[src/sv/wsdb_pkg.sv]
// ----------------------------------------------------------------------------
// wsdb_pkg
// Shared types and codes of the work-stealing deque bank: operation and
// status codes, default sizes and the sequencer state type.
// ----------------------------------------------------------------------------
`default_nettype none

package wsdb_pkg;

	// Default sizes
	localparam int unsigned NUM_QUEUES_DEF  = 4;
	localparam int unsigned RING_SLOTS_DEF  = 16;
	localparam int unsigned HANDLE_BITS_DEF = 32;

	// Operation codes
	localparam logic [1:0] KIND_PUSH  = 2'd0;
	localparam logic [1:0] KIND_POP   = 2'd1;
	localparam logic [1:0] KIND_STEAL = 2'd2;

	// Result status codes
	localparam logic [1:0] STATUS_OK    = 2'd0;
	localparam logic [1:0] STATUS_EMPTY = 2'd1;
	localparam logic [1:0] STATUS_FULL  = 2'd2;

	// Sequencer states
	typedef enum logic [4:0] {
		S_IDLE = 5'b00001,
		S_RDQ  = 5'b00010,
		S_EXEC = 5'b00100,
		S_WRT  = 5'b01000,
		S_OUT  = 5'b10000
	} wsdb_state_t;

	// Fold a 2-bit queue number into the range of n queues
	function automatic logic [1:0] fold_queue(input logic [1:0] v, input int unsigned n);
		logic [1:0] r;
		r = v;
		for (int i = 0; i < 3; i++) begin
			if ({30'b0, r} >= n) begin
				r = r - n[1:0];
			end
		end
		return r;
	endfunction

endpackage

`default_nettype wire

[src/sv/wsdb_task_ram.sv]
// ----------------------------------------------------------------------------
// wsdb_task_ram
// Task handle ring storage: one write port, one read port, registered read.
// ----------------------------------------------------------------------------
`default_nettype none

module wsdb_task_ram #(
	parameter int unsigned DEPTH = wsdb_pkg::NUM_QUEUES_DEF * wsdb_pkg::RING_SLOTS_DEF,
	parameter int unsigned AW    = $clog2(DEPTH),
	parameter int unsigned DW    = wsdb_pkg::HANDLE_BITS_DEF
) (
	input  wire logic          clk,
	input  wire logic          we,
	input  wire logic [AW-1:0] waddr,
	input  wire logic [DW-1:0] wdata,
	input  wire logic          re,
	input  wire logic [AW-1:0] raddr,
	output logic      [DW-1:0] rdata
);

	logic [DW-1:0] mem [DEPTH];

	// Write the addressed entry
	always_ff @(posedge clk) begin
		if (we) begin
			mem[waddr] <= wdata;
		end
	end

	// Register the read data
	always_ff @(posedge clk) begin
		if (re) begin
			rdata <= mem[raddr];
		end
	end

endmodule

`default_nettype wire

[src/sv/work_stealing_deque_bank.sv]
// ----------------------------------------------------------------------------
// work_stealing_deque_bank
// Bank of circular work-stealing deques holding task handles.
//
// The input channel (in_valid/in_stall) carries one operation per
// transaction: push a handle at the top of queue_id, pop the newest handle
// from the top, or steal the oldest handle from the bottom of queue_id and
// push it onto thief_id. Each operation yields exactly one result
// transaction on the output channel (out_valid/out_stall) with status and
// the handle taken (zero unless the operation removed a handle).
// Operations run one at a time through a sequencer around two memories
// with registered reads (queue pointers and handle rings): read pointers,
// read the ring, update, write back; a steal between two different queues
// writes the thief's pointers back in a further state. The next operation
// is taken the cycle after its result is loaded, not before.
// A result waits in the output register while out_stall is high; the block
// holds the next item's completion until that register is free.
// Reset clears all pointers at once (per-queue valid bits); ring contents
// are undefined until written. No clearing pass is needed.
// ----------------------------------------------------------------------------
`default_nettype none

module work_stealing_deque_bank #(
	parameter int unsigned NUM_QUEUES  = wsdb_pkg::NUM_QUEUES_DEF,
	parameter int unsigned RING_SLOTS  = wsdb_pkg::RING_SLOTS_DEF,
	parameter int unsigned HANDLE_BITS = wsdb_pkg::HANDLE_BITS_DEF
) (
	input  wire logic        clk,
	input  wire logic        arst_n,
	input  wire logic        in_valid,
	output logic             in_stall,
	input  wire logic [1:0]  kind,
	input  wire logic [1:0]  queue_id,
	input  wire logic [1:0]  thief_id,
	input  wire logic [31:0] task_handle,
	output logic             out_valid,
	input  wire logic        out_stall,
	output logic [1:0]       status,
	output logic [31:0]      task_out
);

	localparam int unsigned QW    = (NUM_QUEUES > 1) ? $clog2(NUM_QUEUES) : 1;
	localparam int unsigned PW    = $clog2(RING_SLOTS);
	localparam int unsigned DEPTH = NUM_QUEUES * RING_SLOTS;
	localparam int unsigned AW    = $clog2(DEPTH);
	localparam int unsigned EW    = 2 * PW;

	// Ring pointer helpers
	function automatic logic [PW-1:0] ring_next(input logic [PW-1:0] p);
		return (p == PW'(RING_SLOTS - 1)) ? '0 : p + PW'(1);
	endfunction

	function automatic logic [PW-1:0] ring_prev(input logic [PW-1:0] p);
		return (p == '0) ? PW'(RING_SLOTS - 1) : p - PW'(1);
	endfunction

	function automatic logic [AW-1:0] slot_addr(input logic [QW-1:0] q, input logic [PW-1:0] p);
		return AW'(q) * AW'(RING_SLOTS) + AW'(p);
	endfunction

	wsdb_pkg::wsdb_state_t state_q, state_d;

	logic             in_acc;
	logic [QW-1:0]    in_q;

	logic [1:0]       kind_q;
	logic [QW-1:0]    q_q;
	logic [QW-1:0]    th_q;
	logic [HANDLE_BITS-1:0] handle_q;

	// Pointer memory: entry = {top, bottom}
	logic [EW-1:0]    ptr_mem [NUM_QUEUES];
	logic [NUM_QUEUES-1:0] ptr_vld_q;
	logic             ptr_re;
	logic [QW-1:0]    ptr_raddr;
	logic [EW-1:0]    ptr_rd_q;
	logic             ptr_rd_vld_q;
	logic [EW-1:0]    ptr_rd;
	logic             ptr_we;
	logic [QW-1:0]    ptr_waddr;
	logic [EW-1:0]    ptr_wdata;

	logic [PW-1:0]    qtop_q, qbot_q;
	logic [EW-1:0]    th_entry_q;

	// Task ring port signals
	logic             st_re;
	logic [AW-1:0]    st_raddr;
	logic [HANDLE_BITS-1:0] st_rdata;
	logic             st_we;
	logic [AW-1:0]    st_waddr;
	logic [HANDLE_BITS-1:0] st_wdata;

	// Execute stage decisions
	logic [PW-1:0]    t_top, t_bot;
	logic             q_empty, q_full, t_full, same_q;
	logic             ex_ptr_we;
	logic [EW-1:0]    ex_ptr_wdata;
	logic             ex_st_we;
	logic [AW-1:0]    ex_st_waddr;
	logic [HANDLE_BITS-1:0] ex_st_wdata;
	logic             ex_go_wrt;
	logic [EW-1:0]    ex_th_entry;
	logic [1:0]       ex_status;
	logic [31:0]      ex_task;
	logic [1:0]       res_status_q;
	logic [31:0]      res_task_q;

	assign in_stall = (state_q != wsdb_pkg::S_IDLE);
	assign in_acc   = in_valid && !in_stall;
	assign in_q     = QW'(wsdb_pkg::fold_queue(queue_id, NUM_QUEUES));

	// Capture the accepted transaction
	always_ff @(posedge clk) begin
		if (in_acc) begin
			kind_q   <= kind;
			q_q      <= in_q;
			th_q     <= QW'(wsdb_pkg::fold_queue(thief_id, NUM_QUEUES));
			handle_q <= HANDLE_BITS'(task_handle);
		end
	end

	// Pointer memory ports
	assign ptr_re    = in_acc || (state_q == wsdb_pkg::S_RDQ);
	assign ptr_raddr = (state_q == wsdb_pkg::S_IDLE) ? in_q : th_q;
	assign ptr_we    = ((state_q == wsdb_pkg::S_EXEC) && ex_ptr_we) ||
	                   (state_q == wsdb_pkg::S_WRT);
	assign ptr_waddr = (state_q == wsdb_pkg::S_WRT) ? th_q : q_q;
	assign ptr_wdata = (state_q == wsdb_pkg::S_WRT) ? th_entry_q : ex_ptr_wdata;
	assign ptr_rd    = ptr_rd_vld_q ? ptr_rd_q : '0;

	always_ff @(posedge clk) begin
		if (ptr_we) begin
			ptr_mem[ptr_waddr] <= ptr_wdata;
		end
		if (ptr_re) begin
			ptr_rd_q <= ptr_mem[ptr_raddr];
		end
	end

	// Track written pointer entries; unwritten ones read as zero
	always_ff @(posedge clk or negedge arst_n) begin
		if (!arst_n) begin
			ptr_vld_q    <= '0;
			ptr_rd_vld_q <= 1'b0;
		end else begin
			if (ptr_we) begin
				ptr_vld_q[ptr_waddr] <= 1'b1;
			end
			if (ptr_re) begin
				ptr_rd_vld_q <= ptr_vld_q[ptr_raddr];
			end
		end
	end

	// Hold the source queue pointers once read
	always_ff @(posedge clk) begin
		if (state_q == wsdb_pkg::S_RDQ) begin
			qtop_q <= ptr_rd[EW-1:PW];
			qbot_q <= ptr_rd[PW-1:0];
		end
	end

	// Issue the ring read from the fresh source pointers
	assign st_re    = (state_q == wsdb_pkg::S_RDQ);
	assign st_raddr = (kind_q == wsdb_pkg::KIND_STEAL) ? slot_addr(q_q, ptr_rd[PW-1:0])
	                                                   : slot_addr(q_q, ring_prev(ptr_rd[EW-1:PW]));
	assign st_we    = (state_q == wsdb_pkg::S_EXEC) && ex_st_we;
	assign st_waddr = ex_st_waddr;
	assign st_wdata = ex_st_wdata;

	wsdb_task_ram #(
		.DEPTH (DEPTH),
		.AW    (AW),
		.DW    (HANDLE_BITS)
	) u_ram (
		.clk   (clk),
		.we    (st_we),
		.waddr (st_waddr),
		.wdata (st_wdata),
		.re    (st_re),
		.raddr (st_raddr),
		.rdata (st_rdata)
	);

	// Decide the operation outcome and the write-backs
	always_comb begin
		same_q  = (th_q == q_q);
		t_top   = same_q ? qtop_q : ptr_rd[EW-1:PW];
		t_bot   = same_q ? qbot_q : ptr_rd[PW-1:0];
		q_empty = (qtop_q == qbot_q);
		q_full  = (ring_next(qtop_q) == qbot_q);
		t_full  = (ring_next(t_top) == t_bot);

		ex_ptr_we    = 1'b0;
		ex_ptr_wdata = {qtop_q, qbot_q};
		ex_st_we     = 1'b0;
		ex_st_waddr  = slot_addr(q_q, qtop_q);
		ex_st_wdata  = handle_q;
		ex_go_wrt    = 1'b0;
		ex_th_entry  = {ring_next(t_top), t_bot};
		ex_status    = wsdb_pkg::STATUS_OK;
		ex_task      = '0;

		unique case (kind_q)
			wsdb_pkg::KIND_PUSH: begin
				if (q_full) begin
					ex_status = wsdb_pkg::STATUS_FULL;
				end else begin
					ex_st_we     = 1'b1;
					ex_ptr_we    = 1'b1;
					ex_ptr_wdata = {ring_next(qtop_q), qbot_q};
				end
			end
			wsdb_pkg::KIND_POP: begin
				if (q_empty) begin
					ex_status = wsdb_pkg::STATUS_EMPTY;
				end else begin
					ex_ptr_we    = 1'b1;
					ex_ptr_wdata = {ring_prev(qtop_q), qbot_q};
					ex_task      = 32'(st_rdata);
				end
			end
			wsdb_pkg::KIND_STEAL: begin
				if (q_empty) begin
					ex_status = wsdb_pkg::STATUS_EMPTY;
				end else if (!same_q && t_full) begin
					ex_status = wsdb_pkg::STATUS_FULL;
				end else begin
					ex_task     = 32'(st_rdata);
					ex_st_wdata = st_rdata;
					ex_st_we    = 1'b1;
					ex_ptr_we   = 1'b1;
					if (same_q) begin
						ex_ptr_wdata = {ring_next(qtop_q), ring_next(qbot_q)};
					end else begin
						ex_ptr_wdata = {qtop_q, ring_next(qbot_q)};
						ex_st_waddr  = slot_addr(th_q, t_top);
						ex_go_wrt    = 1'b1;
					end
				end
			end
			default: begin
			end
		endcase
	end

	// Hold the result and the thief pointer update
	always_ff @(posedge clk) begin
		if (state_q == wsdb_pkg::S_EXEC) begin
			res_status_q <= ex_status;
			res_task_q   <= ex_task;
			th_entry_q   <= ex_th_entry;
		end
	end

	// Advance the sequencer
	always_comb begin
		state_d = state_q;
		unique case (state_q)
			wsdb_pkg::S_IDLE: if (in_acc) state_d = wsdb_pkg::S_RDQ;
			wsdb_pkg::S_RDQ:  state_d = wsdb_pkg::S_EXEC;
			wsdb_pkg::S_EXEC: state_d = ex_go_wrt ? wsdb_pkg::S_WRT : wsdb_pkg::S_OUT;
			wsdb_pkg::S_WRT:  state_d = wsdb_pkg::S_OUT;
			wsdb_pkg::S_OUT:  if (!out_valid || !out_stall) state_d = wsdb_pkg::S_IDLE;
			default:          state_d = wsdb_pkg::S_IDLE;
		endcase
	end

	always_ff @(posedge clk or negedge arst_n) begin
		if (!arst_n) begin
			state_q <= wsdb_pkg::S_IDLE;
		end else begin
			state_q <= state_d;
		end
	end

	// Output register: load when free, drop valid once taken
	always_ff @(posedge clk or negedge arst_n) begin
		if (!arst_n) begin
			out_valid <= 1'b0;
		end else if ((state_q == wsdb_pkg::S_OUT) && (!out_valid || !out_stall)) begin
			out_valid <= 1'b1;
		end else if (!out_stall) begin
			out_valid <= 1'b0;
		end
	end

	always_ff @(posedge clk) begin
		if ((state_q == wsdb_pkg::S_OUT) && (!out_valid || !out_stall)) begin
			status   <= res_status_q;
			task_out <= res_task_q;
		end
	end

	// Pointer write-backs come only from the update states
	assert property (@(posedge clk) disable iff (!arst_n)
		ptr_we |-> (state_q == wsdb_pkg::S_EXEC || state_q == wsdb_pkg::S_WRT))
		else $error("pointer write outside update states");

	// The thief write-back belongs to a steal between two queues
	assert property (@(posedge clk) disable iff (!arst_n)
		(state_q == wsdb_pkg::S_WRT) |-> (kind_q == wsdb_pkg::KIND_STEAL && th_q != q_q))
		else $error("thief update without cross-queue steal");

	// A new result is loaded only from the result state
	assert property (@(posedge clk) disable iff (!arst_n)
		$rose(out_valid) |-> $past(state_q == wsdb_pkg::S_OUT))
		else $error("result appeared outside result state");

	// A failed operation returns no handle
	assert property (@(posedge clk) disable iff (!arst_n)
		(out_valid && status != wsdb_pkg::STATUS_OK) |-> (task_out == 32'd0))
		else $error("handle returned with failure status");

	// No new transaction is accepted in the pointer read state
	assert property (@(posedge clk) disable iff (!arst_n)
		(state_q == wsdb_pkg::S_RDQ) |-> in_stall)
		else $error("input accepted during operation");

endmodule

`default_nettype wire

[config.mk]
export PLATFORM = sky130hd
export DESIGN_NAME = work_stealing_deque_bank
export DESIGN_NICKNAME = d
export VERILOG_FILES = /design/src/sv/wsdb_pkg.sv /design/src/sv/wsdb_task_ram.sv /design/src/sv/work_stealing_deque_bank.sv
export SDC_FILE = /design/constraint.sdc
export NUM_CORES = 2
export LEC_CHECK = 0
export ABC_CLOCK_PERIOD_IN_PS = 5850
export BUFFER_PORTS_ARGS = -buffer_cell sky130_fd_sc_hd__buf_4
export CAP_MARGIN = 20
export CORE_UTILIZATION = 45
export CTS_CLUSTER_SIZE = 20
export DETAILED_ROUTE_END_ITERATION = 8
export GPL_TIMING_DRIVEN = 0
export PLACE_DENSITY_LB_ADDON = 0.2
export SETUP_SLACK_MARGIN = 0.2
export SLEW_MARGIN = 0
export SYNTH_ARGS = -nofsm -noshare
export SYNTH_HDL_FRONTEND = slang
export SYNTH_SLANG_ARGS = --single-unit
export TNS_END_PERCENT = 100
[constraint.sdc]
create_clock -name clk -period 5.85 [get_ports clk]
set_clock_uncertainty 0.2 [all_clocks]
set_input_delay 1.17 -clock clk [delete_from_list [all_inputs] [get_ports clk]]
set_output_delay 1.17 -clock clk [all_outputs]
set_load 0.01 [all_outputs]
Word level (Yosys, flattened, before mapping)
Memories as Yosys holds them, arrays and structs flattened. A register that Yosys moved wholly into a read port is not among the register bits.
Cells that the tools add are included.
- latch bits: 0
- bits in writable memories: 2080
- memories: 2
- memory bits (read-only): 0
- logic and storage cells: 123
- flip-flop bits (word level): 133
- memories (name ; depth ; bits a word ; rd ports ; clocked after memory_dff ; write ports ; line ; RTL):
    u_ram.mem ; 64 ; 32 ; 1 ; 1 ; 1 ; wsdb_task_ram.sv:21 ; logic [DW-1:0] mem [DEPTH];
    ptr_mem ; 4 ; 8 ; 1 ; 1 ; 1 ; work_stealing_deque_bank.sv:72 ; logic [EW-1:0] ptr_mem [NUM_QUEUES];
- $lt $le $gt $ge: 3
- div/mod/pow operators: 0
- eq/ne operators: 18
- $mul: 0
- reduce and logical (&&, ||, !) cells: 17
- add/subtract/negate cells: 9
- shift-type cells: 0
- bitwise gates (word level): 1
- mux-type cells: 58
- operator list (cell ; count):
    $mux 32 ; 6
    $pmux 32 s2 ; 1
    $mux 8 ; 7
    $mux 6 ; 5
    $mux 4 ; 7
    $pmux 5 s5 ; 1
    $add 6x4->6 ; 4
    $pmux 8 s3 ; 1
    $mux 1 ; 17
    $mux 5 ; 3
    $add 4x1->4 const B ; 3
    $eq 4x4->1 ; 3
    $eq 4x4->1 const B ; 3
    $mux 2 ; 5
    $logic_not 4->1 ; 2
    $sub 4x1->4 const B ; 2
    $logic_and 1x1->1 ; 6
    $lt 2x3->1 const B ; 2
    $pmux 2 s3 ; 1
    $eq 5x1->1 const B ; 1
    $eq 5x2->1 const B ; 1
    $eq 5x3->1 const B ; 1
    $eq 5x4->1 const B ; 1
    $eq 5x5->1 const B ; 1
    other kinds (16) ; 22

Longest topological paths before layout
- word-level depth: 13
- gate-level depth with buffers: 17
- depth with buffers taken out: 14

Hierarchy
Synthesis repeated with hierarchy kept, for this count alone.
- cells, all modules: 3837
- area, all modules: 86394.1 um^2
- modules (own cells, without submodules) (module ; seq. area each (um^2) ; cells each ; instances ; area each (um^2)):
    wsdb_task_ram ; 62459.9 ; 3324 ; 1 ; 78835.6
    work_stealing_deque_bank ; 5141.2 ; 513 ; 1 ; 7558.5

Least setup slack after synthesis
OpenSTA, ideal clock, no wires.
- path kind: register to register
- start point: register state_q[2]
- end point: register ptr_rd_vld_q
- data arrival time: 5572 ps
- buffers on the path: 0
- required time: 5525 ps
- slack: -47 ps
- stages on the path, launching flop included: 5
- clock period less this slack: 5897 ps
- cells stage by stage: dfrtp_1 nor2_1 nor4bb_1 or2_2 mux2_2
- longest elaborated chain between the ends: 4
- RTL lines (what ; line ; RTL):
    start: declaration ; work_stealing_deque_bank.sv:61 ; wsdb_pkg::wsdb_state_t state_q, state_d;
    start signal: assignment ; work_stealing_deque_bank.sv:272 ; state_q <= wsdb_pkg::S_IDLE;
    start signal: assignment ; work_stealing_deque_bank.sv:274 ; state_q <= state_d;
    $ne 5x1->1 ; work_stealing_deque_bank.sv:109 ; assign in_stall = (state_q != wsdb_pkg::S_IDLE);
    $logic_not 1->1 ; work_stealing_deque_bank.sv:110 ; assign in_acc = in_valid && !in_stall;
    $logic_and 1x1->1 ; work_stealing_deque_bank.sv:110 ;
    $logic_or 1x1->1 * ; work_stealing_deque_bank.sv:124 ; assign ptr_re = in_acc || (state_q == wsdb_pkg::S_RDQ);
    named net ptr_re ; work_stealing_deque_bank.sv:74 ; logic ptr_re;
    end signal: assignment ; work_stealing_deque_bank.sv:151 ; ptr_rd_vld_q <= ptr_vld_q[ptr_raddr];
    end: declaration ; work_stealing_deque_bank.sv:77 ; logic ptr_rd_vld_q;
The timed path passes the listed nets; every way through them passes the cells marked *. The select of a mux whose other input is x is not followed.
A chain may end at the register's enable or synchronous reset.

Worst setup path after layout
- start point: register ptr_rd_vld_q
- end point: register u_ram.rdata[29], read port of u_ram.mem (data pin)
- longest elaborated chain between the ends: 5
- RTL lines (what ; line ; RTL):
    $mux 8 * ; work_stealing_deque_bank.sv:130 ; assign ptr_rd = ptr_rd_vld_q ? ptr_rd_q : '0;
    $sub 4x1->4 / $logic_not 4->1 (equally long branches) ; work_stealing_deque_bank.sv:54 ; return (p == '0) ? PW'(RING_SLOTS - 1) : p - PW'(1);
    $mux 4 ; work_stealing_deque_bank.sv:54 ;
    $add 6x4->6 ; work_stealing_deque_bank.sv:58 ; return AW'(q) * AW'(RING_SLOTS) + AW'(p);
    $mux 6 * ; work_stealing_deque_bank.sv:166 ; assign st_raddr = (kind_q == wsdb_pkg::KIND_STEAL) ? slot_addr(q_q, ptr_rd[PW-1:0])
    end: declaration ; wsdb_task_ram.sv:18 ; output logic [DW-1:0] rdata
Every way passes the cells marked *; elsewhere a longest branch is shown, timed or not.

==> flow_summary.ini <==
[floorplan]
io_pins = 78
die_area_sq_um = 202000
die_height_microns = 449
initial_core_util_pct = 45.5
rows = 163
die_width_microns = 449
core_area_sq_um = 198000

[finish]
regArea_sq_um = 67600
nets = 7091
most-common-layout-cells = edfxtp_1, nand2_1, nand3_1, clkbuf_1, and3_1
final_core_util_pct = 52.9
multi_input_area_sq_um = 21300
drive_gt1_share_pct = 12.7
layout_commonest_cell = edfxtp_1
syn2layout_area_growth_pct = 16.4
fill_cells = 16200

[drt]
via_per_inst = 5.87
drt_first_pass_iters = 9
wl_per_cell_microns = 28.6
detail_route.drc_violations = 1
vias = 58000
drt_iter0_drc = 7624
finalWirelength_mm = 283
postRouteAntennaNets = 0

[power_and_ir_drop]
combPwrFrac_pct = 40.6
p_switching_w = 0.0231
p_leak_nw = 35.7
swShare_pct = 41.3
seqPwrFrac_pct = 35.2
p_clk_share_pct = 24.2
internal-power_w = 0.0329
peakVddDrop_v = 0.000361
p_per_area_nw_per_um2 = 534

[job]
maxCapViolCount = 0

[worst_setup_path]
path_max_fanout = 10
rr_worst_depth = 12
cp-start-kind = register
end_kind = register
worstPathArrival_ns = 6.07
worstPathRequired_ns = 6.21
criticalPathCategory = register to register

[synthesis]
syn_nets = 6613
ys_warn_count = 0
yosysSeqAreaShare_pct = 75.0
synthCells = 6561
ys_async_sr_fraction_pct = 0.488
synth_seq_cells = 2253
synth_top_area_share_pct = 74.7
synth.cell_area_sq_um = 90100
synth_ff_type = edfxtp_1
syn_avg_cell_area_sq_um = 13.7
synth-edff-count = 2242
synthTopCellsByArea = edfxtp_1, nand2_1, nand3_1
synth_top_area_cell = edfxtp_1
synth_cell_types = 74

[timing]
setup_viol_count_final = 0
hold_viol = 0
slew_viol_final = 0
finalCritPeriodShare_pct = 97.7
finalCriticalPeriod_ns = 5.72
worst-slew-pin-transition_ns = 1.12
rsz0062_at_grt = no
max_clock_freq_mhz = 175
maxSlewHeadroom_pct = 25.1
setup_ws_ns = 0.132

[clock_network]
cts_tree = built
cts_buffer_depth = 3
htree_levels = 4
cts-root-buf = clkbuf_16
clk_pin_slew_ns = 0.06
cts-buffers-inserted = 217
worstSkewPairLatency_ns = 0.88
cts.sinks = 2253

[min_path]
holdPathStages = 0
hold_class = register to register

[placed_design]
pre_cts_ws_ns = -0.443
io_buffers = 77
dp_hpwl_mm = 197
routabilityCongestion = 0.941

[status]
outcome = finished with violations
failed_checks = DRC

[global_route]
grt_max_degree = 65
track_usage_pct = 27.5
grt_busiest_layer = met2
grtUsageMet2_pct = 42.3
grt_overflow = 0
met3_usage_pct = 5.13
grt_pass1_wl_mm = 397
met1_usage_pct = 38.4
grt_pass1_vias = 54700
antenna_found_initial = 39
-- registers in the layout, summed over array words and instances, names as in the netlist, 2 cells and up --
signal,flops
ptr_rd_q,8
qbot_q,4
res_status_q,2
res_task_q,32
u_ram.mem,2048
th_q,2
th_entry_q,8
q_q,2
qtop_q,4
ptr_vld_q,4
state_q,5
status,2
handle_q,32
task_out,32
kind_q,2
ptr_mem,32
u_ram.rdata,32
-- per-stage QoR --
step                      hold WS [ns]  std cells  cell area [sq um]  total power, W  setup TNS [ns]
final                            0.216       9882             105000          0.0560               0
after global routing             0.218       9871             105000          0.0575               0
after CTS                        0.215       9862             105000          0.0556               0
after detailed placement         0.205       9392              97100          0.0420         -430.68
after global placement           0.202       9278              94000          0.0413        -4646.65
after floorplan                  0.200       6561              90100          0.0310               0
-- cell families (layout without fill, tap and decap cells) --
group	after synthesis	in the layout	synth area share (%)
adder cells (fa/ha/maj)	10	10	0.139
buffers and inverters	464	1128	2.18
multiplexers	161	161	2.95
AND/OR/NAND/NOR	3060	3065	14.6
XOR/XNOR	14	14	0.169
flip-flops	2253	2253	75.0
other	0	12	0
AO/OA/AOI/OAI	599	599	4.91
-- timing repair --
item	CTS	global route
buffers inserted	54	7
setup endpoints to repair	3623	681
hold buffers	1	0
resized for setup	12	24
pin swaps	19	2
cloned	5	0
endpoints found under the hold margin	10	0
-- layer usage --
metal	share of wire, %	vias to the layer above
met2	45	3055
met1	40	29100
li1	-	25400
met3	10	483
met4	4.9	2
met5	0.0046	-
-- power by group through the flow --
| stage | registers, W | clock network [W] | logic, W |
|---|---|---|---|
| after floorplan | 0.0200 | 0 | 0.0110 |
| after global placement | 0.0202 | 0 | 0.0211 |
| after detailed placement | 0.0200 | 0 | 0.0220 |
| after CTS | 0.0197 | 0.0136 | 0.0222 |
| after global routing | 0.0197 | 0.0142 | 0.0235 |
| final | 0.0197 | 0.0135 | 0.0227 |
-- layout make-up --
cell class / instances / area share (%)
Sequential cell: 2253 / 64.5
Multi-Input combinational cell: 3849 / 20.4
Clock buffer: 263 / 5.40
Timing Repair Buffer: 254 / 3.61
Tap cell: 2640 / 3.15
Buffer: 447 / 1.83
Clock inverter: 147 / 1.07
Inverter: 17 / 0.0621
Antenna cell: 12 / 0.0286
-- worst paths after layout --
path	startpoint	endpoint	slack [ns]
hold reg to reg	res_task_q[20]$_DFFE_PP_	task_out[20]$_DFFE_PP_	0.22
setup / recovery	ptr_rd_vld_q$_DFFE_PN0P_	u_ram.rdata[29]$_DFFE_PP_	0.13
min in group asynchronous	arst_n	ptr_rd_vld_q$_DFFE_PN0P_	0.49
max in group asynchronous	arst_n	state_q[0]$_DFFE_PN1P_	4.73
setup reg to reg	ptr_rd_vld_q$_DFFE_PN0P_	u_ram.rdata[29]$_DFFE_PP_	0.13
hold / removal	res_task_q[20]$_DFFE_PP_	task_out[20]$_DFFE_PP_	0.22
-- synthesized netlist by cell type, types with 3 or more instances --
cell,number
ha_1,10
nand2_1,2081
or3_1,4
o21bai_1,5
clkbuf_1,290
dfrtp_1,10
nor4_1,6
buf_2,127
nor3_1,15
edfxtp_1,2242
nor3_2,16
nor2_1,84
a311oi_1,258
mux2i_2,12
and4b_1,3
o21ai_0,11
a21oi_1,24
mux4_2,74
and3_1,265
a31oi_1,263
buf_6,4
and2_1,41
buf_1,18
xor2_1,6
a21o_1,7
mux2_2,38
inv_1,16
xnor2_1,4
mux2i_1,33
nand3_1,524
buf_4,8
a211oi_1,7
-- critical path: stages (launching register included) --
cell,delay (ns)
dfrtp_1,0.41
buf_4,0.20
nand2_1,0.14
ha_1,0.23
o21ai_0,0.17
a221oi_1,0.12
a21oi_2,0.67
buf_8,0.26
buf_2,0.51
clkbuf_1,0.85
a31oi_1,0.52
mux4_2,0.58
mux2i_1,0.53
Note: power is estimated with default switching activity, not from simulation.
